==> config.mk <==
export PLATFORM = sky130hd
export DESIGN_NAME = api_frame_adc_sample_parser
export DESIGN_NICKNAME = d
export VERILOG_FILES = /design/src/rtl/core/apfp_pkg.sv /design/src/rtl/core/api_frame_adc_sample_parser.sv
export SDC_FILE = /design/constraint.sdc
export NUM_CORES = 1
export LEC_CHECK = 0
export ABC_CLOCK_PERIOD_IN_PS = 6500
export BUFFER_PORTS_ARGS = -buffer_cell sky130_fd_sc_hd__clkbuf_2
export CORE_MARGIN = 2
export CORE_UTILIZATION = 50
export CTS_CLUSTER_SIZE = 10
export DETAILED_ROUTE_END_ITERATION = 7
export GPL_TIMING_DRIVEN = 0
export PLACE_DENSITY_LB_ADDON = 0.2
export RECOVER_POWER = 25
export SLEW_MARGIN = 5
export SYNTH_ARGS = -nofsm -noshare
export SYNTH_HDL_FRONTEND = slang
export SYNTH_SLANG_ARGS = --single-unit
==> constraint.sdc <==
create_clock -name clk -period 6.5 [get_ports clk]
set_input_delay 0.65 -clock clk [delete_from_list [all_inputs] [get_ports clk]]
set_output_delay 0.65 -clock clk [all_outputs]
set_load 0.005 [all_outputs]
==> src/rtl/core/apfp_pkg.sv <==
// Package for the API frame ADC sample parser: frame byte codes, position
// constants and the sample range check. No dependencies.
package apfp_pkg;

    localparam int BYTE_W   = 8;
    localparam int SAMPLE_W = 16;
    localparam int POS_W    = 5;
    localparam int SLOT_N   = 3;

    typedef logic [BYTE_W-1:0]   byte_t;
    typedef logic [SAMPLE_W-1:0] sample_t;
    typedef logic [POS_W-1:0]    pos_t;

    // header bytes
    localparam byte_t HDR_START  = 8'h7E;
    localparam byte_t HDR_LEN_HI = 8'h00;
    localparam byte_t HDR_LEN_LO = 8'h10;
    localparam byte_t HDR_KIND   = 8'h83;

    localparam sample_t SAMPLE_LIMIT = 16'd1023;

    // frame positions
    localparam pos_t POS_HUNT      = 5'd0;
    localparam pos_t POS_HDR_LEN_H = 5'd1;
    localparam pos_t POS_HDR_LEN_L = 5'd2;
    localparam pos_t POS_HDR_KIND  = 5'd3;
    localparam pos_t POS_ADDR_HI   = 5'd4;
    localparam pos_t POS_ADDR_LO   = 5'd5;
    localparam pos_t POS_SKIP_END  = 5'd10;
    localparam pos_t POS_SAMP_0_LO = 5'd12;
    localparam pos_t POS_LAST      = 5'd18;

    // sample is usable when strictly between 0 and the limit
    function automatic logic sample_ok(input sample_t s);
        return (s != '0) && (s < SAMPLE_LIMIT);
    endfunction

endpackage

==> src/rtl/core/api_frame_adc_sample_parser.sv <==
// The result is shown in the cycle after the last sample byte is accepted.
// Throughput: one rx byte per cycle unless stalled; a frame of 19 bytes yields at most one result.
// The only input stall: a result waits unread while the next byte may close a frame.
// Reset (rst_n low, async): hunting for header, no result pending, sender_address 0.
// Held samples and the output payload are not reset.
// Depends on apfp_pkg.
module api_frame_adc_sample_parser
(
    input  logic                  clk,
    input  logic                  rst_n,
    // config write channel
    input  logic                  cfg_valid,
    output logic                  cfg_ready,
    input  apfp_pkg::sample_t     cfg_data,
    // byte input channel
    input  logic                  in_valid,
    output logic                  in_stall,
    input  apfp_pkg::byte_t       rx_byte,
    // result channel
    output logic                  out_valid,
    input  logic                  out_stall,
    output apfp_pkg::sample_t     sample0,
    output apfp_pkg::sample_t     sample1,
    output apfp_pkg::sample_t     sample2,
    output apfp_pkg::sample_t     sample3,
    output logic                  valid0,
    output logic                  valid1,
    output logic                  valid2,
    output logic                  valid3
);
    import apfp_pkg::*;

    // control state
    pos_t    pos_reg, pos_next;
    byte_t   hold_reg, hold_next;
    sample_t sender_reg;
    logic    out_valid_reg, out_valid_next;

    // payload storage, written before read within a frame
    sample_t held_samples [SLOT_N];
    sample_t sample_reg [4];
    logic    [3:0] flag_reg;

    logic    accept;
    logic    out_take;
    logic    emit;
    logic    store_sample;
    sample_t word;
    pos_t    slot_ofs;
    logic    [1:0] slot;

    // config is always taken; it must be written only while the parser is idle, which the block leaves unchecked
    assign cfg_ready = 1'b1;

    assign out_take = out_valid_reg & ~out_stall;
    // only a byte at the last position can produce a result, so stall
    // just that byte while an unread result sits in the output register
    assign in_stall = out_valid_reg & out_stall & (pos_reg == POS_LAST);
    assign accept   = in_valid & ~in_stall;

    assign word     = {hold_reg, rx_byte};
    assign slot_ofs = pos_reg - POS_SAMP_0_LO;
    assign slot     = slot_ofs[2:1];

    // per-byte frame walk
    always_comb
    begin
        pos_next     = pos_reg;
        hold_next    = hold_reg;
        emit         = 1'b0;
        store_sample = 1'b0;
        if (accept)
        begin
            if (pos_reg == POS_HUNT || pos_reg > POS_LAST)
            begin
                pos_next = (rx_byte == HDR_START) ? POS_HDR_LEN_H : POS_HUNT;
            end
            else if (pos_reg == POS_HDR_LEN_H)
            begin
                pos_next = (rx_byte == HDR_LEN_HI) ? POS_HDR_LEN_L : POS_HUNT;
            end
            else if (pos_reg == POS_HDR_LEN_L)
            begin
                pos_next = (rx_byte == HDR_LEN_LO) ? POS_HDR_KIND : POS_HUNT;
            end
            else if (pos_reg == POS_HDR_KIND)
            begin
                pos_next = (rx_byte == HDR_KIND) ? POS_ADDR_HI : POS_HUNT;
            end
            else if (pos_reg == POS_ADDR_HI)
            begin
                hold_next = rx_byte;
                pos_next  = POS_ADDR_LO;
            end
            else if (pos_reg == POS_ADDR_LO)
            begin
                pos_next = (word == sender_reg) ? pos_reg + 5'd1 : POS_HUNT;
            end
            else if (pos_reg <= POS_SKIP_END)
            begin
                pos_next = pos_reg + 5'd1;
            end
            else if (pos_reg[0])
            begin
                // odd positions carry a sample's high byte
                hold_next = rx_byte;
                pos_next  = pos_reg + 5'd1;
            end
            else if (pos_reg < POS_LAST)
            begin
                store_sample = 1'b1;
                pos_next     = pos_reg + 5'd1;
            end
            else
            begin
                emit     = 1'b1;
                pos_next = POS_HUNT;
            end
        end
    end

    always_comb
    begin
        if (emit)
            out_valid_next = 1'b1;
        else if (out_take)
            out_valid_next = 1'b0;
        else
            out_valid_next = out_valid_reg;
    end

    always_ff @(posedge clk or negedge rst_n)
    begin
        if (!rst_n)
        begin
            pos_reg       <= POS_HUNT;
            hold_reg      <= '0;
            sender_reg    <= '0;
            out_valid_reg <= 1'b0;
        end
        else
        begin
            pos_reg       <= pos_next;
            hold_reg      <= hold_next;
            out_valid_reg <= out_valid_next;
            if (cfg_valid && cfg_ready)
                sender_reg <= cfg_data;
        end
    end

    always_ff @(posedge clk)
    begin
        if (store_sample)
            held_samples[slot] <= word;
    end

    // result register, range flags computed on the way in
    always_ff @(posedge clk)
    begin
        if (emit)
        begin
            sample_reg[0] <= held_samples[0];
            sample_reg[1] <= held_samples[1];
            sample_reg[2] <= held_samples[2];
            sample_reg[3] <= word;
            flag_reg      <= {sample_ok(word), sample_ok(held_samples[2]),
                              sample_ok(held_samples[1]), sample_ok(held_samples[0])};
        end
    end

    assign out_valid = out_valid_reg;
    assign sample0   = sample_reg[0];
    assign sample1   = sample_reg[1];
    assign sample2   = sample_reg[2];
    assign sample3   = sample_reg[3];
    assign valid0    = flag_reg[0];
    assign valid1    = flag_reg[1];
    assign valid2    = flag_reg[2];
    assign valid3    = flag_reg[3];

endmodule

== Word level (Yosys, flattened, before mapping) ==
Memories as Yosys holds them, arrays and structs flattened.
Cells that the tools add are included.
Storage, ports and cells
  input port bits: 29
  register bits: 34
  output and inout bits: 71
  memories kept: 2
  logic and storage cells: 96
  bits in writable memories: 112
Memories
  sample_reg: depth 4, width 16, rd ports 4, clocked after memory_dff 0, write ports 4, RTL line api_frame_adc_sample_parser.sv:41  | sample_t sample_reg [4];
  held_samples: depth 3, width 16, rd ports 3, clocked after memory_dff 0, write ports 1, RTL line api_frame_adc_sample_parser.sv:40  | sample_t held_samples [SLOT_N];
Cells by class
  eq/ne operators: 12
  multiplexer cells: 44
  reductions and logical operators: 14
  $lt $le $gt $ge: 7
  add/sub/neg operators: 2
  bitwise logic cells: 10
Operator list (count)
  16-bit by 10-bit less-than comparator with 1-bit output, second input constant: 4
  16-bit nonzero test: 4
  5-bit two-way mux: 10
  8-bit two-way mux: 4
  1-bit two-way mux: 27
  16-bit equality test: 1
  5-bit by 2-bit equality test with 1-bit output, second input constant: 2
  5-bit by 3-bit equality test with 1-bit output, second input constant: 2
  8-bit by 5-bit equality test with 1-bit output, second input constant: 1
  8-bit by 7-bit equality test with 1-bit output, second input constant: 1
  8-bit equality test, second input constant: 1
  8-bit logical NOT: 1
  8-bit AND reduction: 1
  1-bit NOT: 6
  5-bit by 1-bit adder with 5-bit output, second input constant: 1
  5-bit by 1-bit equality test with 1-bit output, second input constant: 1
  5-bit equality test, second input constant: 1
  5-bit greater-than comparator, second input constant: 1
  5-bit by 4-bit <= comparator with 1-bit output, second input constant: 1
  5-bit logical NOT: 1
  5-bit less-than comparator, second input constant: 1
  1-bit bitwise AND: 4
  1-bit logical AND: 4
  2-bit two-way mux: 2
  other kinds (5): 7

== Depth between registers and ports, before layout ==
  word-level depth: 13
  depth in mapped cells: 9

== Worst setup path before layout ==
No wires, ideal clock.
  path kind: reg-to-reg
  start point: register pos_reg[0]
  end point: register flag_reg[0] (enable)
  clock period less this slack: 6.459 ns
  setup time: 0.580 ns
  stages on the path, launching flop included: 7
  setup slack: 0.041 ns
  buffers on the path: 1
  arrival time: 5.879 ns
  cells stage by stage: dfrtp_1 -> buf_2 -> inv_1 -> ha_1 -> nor3b_1 -> a2bb2oi_1 -> nor3_1
Between the ends
  word-level cells in the longest chain between the ends: 11
  elaborated cells between the ends (all ways): 24
  those cells by class: order compare (3); eq/ne (6); mux (10); bitwise (3); reduce/logical (2)
RTL lines
  from (decl): RTL line api_frame_adc_sample_parser.sv:34  | pos_t pos_reg, pos_next;
  from (signal assigned): RTL line api_frame_adc_sample_parser.sv:143  | pos_reg <= pos_next;
  5-bit less-than comparator: RTL line api_frame_adc_sample_parser.sv:109  | else if (pos_reg < POS_LAST)
  1-bit two-way mux: RTL line api_frame_adc_sample_parser.sv:109
  1-bit two-way mux: RTL line api_frame_adc_sample_parser.sv:103  | else if (pos_reg[0])
  1-bit two-way mux: RTL line api_frame_adc_sample_parser.sv:99  | else if (pos_reg <= POS_SKIP_END)
  1-bit two-way mux: RTL line api_frame_adc_sample_parser.sv:95  | else if (pos_reg == POS_ADDR_LO)
  1-bit two-way mux: RTL line api_frame_adc_sample_parser.sv:90  | else if (pos_reg == POS_ADDR_HI)
  1-bit two-way mux: RTL line api_frame_adc_sample_parser.sv:86  | else if (pos_reg == POS_HDR_KIND)
  1-bit two-way mux: RTL line api_frame_adc_sample_parser.sv:82  | else if (pos_reg == POS_HDR_LEN_L)
  1-bit two-way mux: RTL line api_frame_adc_sample_parser.sv:78  | else if (pos_reg == POS_HDR_LEN_H)
  1-bit two-way mux: RTL line api_frame_adc_sample_parser.sv:74  | if (pos_reg == POS_HUNT || pos_reg > POS_LAST)
  1-bit two-way mux *: RTL line api_frame_adc_sample_parser.sv:72  | if (accept)
  named net emit: RTL line api_frame_adc_sample_parser.sv:46  | logic emit;
  to (signal assigned): RTL line api_frame_adc_sample_parser.sv:166  | flag_reg <= {sample_ok(word), sample_ok(held_samples[2]),
  to (decl): RTL line api_frame_adc_sample_parser.sv:42  | logic [3:0] flag_reg;
The timed path passes the listed nets; every way through them passes the cells marked *.
A chain may end at the register's enable or synchronous reset.

==> results_dict.tcl <==
set metrics [dict create \
    outcome "finished clean" \
    drcViolationCount 0 \
    layout_setup_ws_ns 3.28 \
    post-route-period-util_pct 49.5 \
    clock_skew_ns 0.0152 \
    synth_area_leaders "edfxtp_1, dfrtp_1, mux2_2, xor2_1, nand4_1" \
    grt_pass1_vias 3079 \
    yosysWarnings 0 \
    syn-num-nets 353 \
    regArea_um2 4230 \
    postCtsSetupBuffers 0 \
    synth_edf_count 116 \
    grt_overflow 0 \
    start_util_pct 51.1 \
    yosysMostFrequentCell "edfxtp_1" \
    numPlacedInstances 565 \
    die-area_um2 11900 \
    fill_cells 787 \
    rsz0062_at_grt "no" \
    synthArstFlopShare_pct 20.5 \
    coreArea_um2 10800 \
    h-tree-depth 4 \
    multiInputGateArea_um2 1240 \
    layout-drive-gt1-share_pct 37.4 \
    cp-start-kind "register" \
    rr_worst_depth 8 \
    clock_path_buffers 2 \
    p_per_area_nw_per_um2 331 \
    maxCapViolCount 0 \
    required_ns 6.72 \
    fmax_mhz 311 \
    root_buffer "clkbuf_8" \
    ios 100 \
    tns_ns 0 \
    critical_path.max_fanout 13 \
    track_usage_pct 20.6 \
    grt_max_degree 31 \
    gp_congestion 0.812 \
    cts_tree "yes" \
    largest_register_ffs 64 \
    slew_viol_final 0 \
    fin_crit_ns 3.22 \
    dp_slack_ns 3.27 \
    cts_resized 0 \
    area_delta_synth_final_pct 23.6 \
    die_h_um 109 \
    clock_latency_ns 0.52 \
    wl_um 11400 \
    p_leak_uw 0.00261 \
    end_kind "register" \
    ff2ff_setup_slack_ns 3.28 \
    rows 38 \
    setup_viol 0 \
    fin_cells 597 \
    grt_pass1_wl_um 17400 \
    syn_area_per_cell_um2 17.2 \
    vdd_drop_max_uv 155 \
    ys.flop_type "edfxtp_1" \
    slew_headroom_pct 48.3 \
    clk_pin_slew_ns 0.06 \
    place_hpwl_um 7770 \
    firstDrtPassIters 4 \
    die_w_um 109 \
    antenna-diode-count 0 \
    worstHoldPathType "in2async" \
    critical_path_class "reg2reg" \
    r2r-end "sample_reg[2][10]" \
    postRouteAntennaNets 0 \
    synth_common_cells "edfxtp_1, dfrtp_1, mux2_2, xor2_1, nor2_1" \
    yosys.area.top_type "edfxtp_1" \
    yosysSeqAreaShare_pct 76.8 \
    cts_buffers 17 \
    worst_slew_pin_slew_ns 0.776 \
    synth_seq_cells 146 \
    portBuffers 97 \
    hold_buffers 0 \
    nets 477 \
    antenna_found_initial 0 \
    yosysTopAreaCellShare_pct 63.2 \
    r2r-start "pos_reg[1]" \
    synth_area_um2 5510 \
    hold_viol_final 0 \
    worstPathArrival_ns 3.43 \
    netlist_instances 320 \
    drt_iter0_markers 206 \
    yosys.cell_types.count 48 \
    vias_per_cell 5.43 \
    vias 3244 \
    wl_per_cell_um 19.0 \
    cts.sinks 146 \
]
-- layout by cell type, fill, tap and decap left out, types with 2 or more instances in the layout --
| cell type | n |
|---|---|
| edfxtp_1 | 116 |
| clkbuf_2 | 89 |
| dfrtp_1 | 30 |
| mux2_2 | 24 |
| xor2_1 | 18 |
| nor2_1 | 16 |
| clkbuf_16 | 16 |
| clkbuf_1 | 12 |
| nand4_1 | 12 |
| nand2_1 | 10 |
| nor4_1 | 10 |
| or4_1 | 7 |
| inv_6 | 7 |
| nor3_1 | 6 |
| buf_4 | 6 |
| nor3_2 | 5 |
| inv_1 | 4 |
| a31oi_1 | 4 |
| ha_1 | 4 |
| buf_2 | 3 |
| nand2b_1 | 3 |
| nand3_1 | 3 |
| o21ai_0 | 3 |
| a21o_1 | 3 |
| a21oi_1 | 3 |
| clkinvlp_4 | 3 |
| buf_6 | 3 |
| nor3b_1 | 2 |
| a2bb2oi_1 | 2 |
| or4_4 | 2 |
| a22o_1 | 2 |
| nand4b_1 | 2 |
| clkinv_2 | 2 |
-- critical path, stage by stage (launching register included) --
cell and delay, ns:
dfrtp_1 0.57, inv_1 0.25, ha_1 0.27, nor3b_1 0.15
a2bb2oi_1 0.23, nor3_2 0.59, buf_4 0.33, buf_4 0.25
buf_4 0.25
-- cell families (layout without fill, tap and decap cells) --
kind of cell / Yosys count / in the layout / share of synthesized area, %
xor+xnor: 18 / 18 / 2.86
buf+inv: 12 / 149 / 0.953
flops: 146 / 146 / 76.8
other cells: 1 / 1 / 0.0680
compound gates: 32 / 32 / 4.93
simple gates: 82 / 82 / 8.38
mux: 25 / 25 / 5.09
fa+ha+maj: 4 / 4 / 0.908
-- cell type report --
class	count	area share (%)
Sequential cell	146	62.2
Multi-Input combinational cell	162	18.3
Timing Repair Buffer	105	8.03
Clock buffer	17	6.08
Tap cell	140	2.57
Clock inverter	15	2.11
Buffer	8	0.551
Inverter	4	0.220
-- per-stage QoR --
step / util (%) / hold slack [ns] / power [uW] / area (um^2)
CTS: 63.2 / 0.217 / 2280 / 6820
detailed placement: 58.0 / 0.423 / 1370 / 6260
global route: 63.1 / 0.241 / 2350 / 6810
floorplan: - / 0.354 / 1270 / 5510
global placement: 57.2 / 0.424 / 1370 / 6170
finish: 63.1 / 0.197 / 2260 / 6810
-- worst max-delay path by stage --
stage                           from           endpoint  slack [ns]  cells after the start
after floorplan           pos_reg[0]        flag_reg[0]        0.04                      6
after global placement    pos_reg[1]  sample_reg[3][11]       -1.86                      5
after detailed placement  pos_reg[1]  sample_reg[3][11]        3.27                      8
after CTS                 pos_reg[1]   sample_reg[2][7]        3.25                      8
after global routing      pos_reg[1]  sample_reg[2][12]        3.03                      8
final                     pos_reg[1]  sample_reg[2][10]        3.28                      8
-- routing by layer --
metal | up-vias | GRT usage (%) | part of all wire [%]
li1 | 1511 | - | -
met1 | 1601 | 28.7 | 45
met2 | 123 | 31.5 | 48
met3 | 9 | 5.38 | 5.9
met4 | 0 | 7.60 | 1.0
met5 | - | 0 | 0
-- where the power goes --
group / switching, uW / internal (uW) / leakage, uW
Sequential: 57.0 / 1050 / 0.00143
Combinational: 136 / 102 / 0.000913
Clock: 394 / 517 / 0.000269
(Power assumes the default switching activity.)
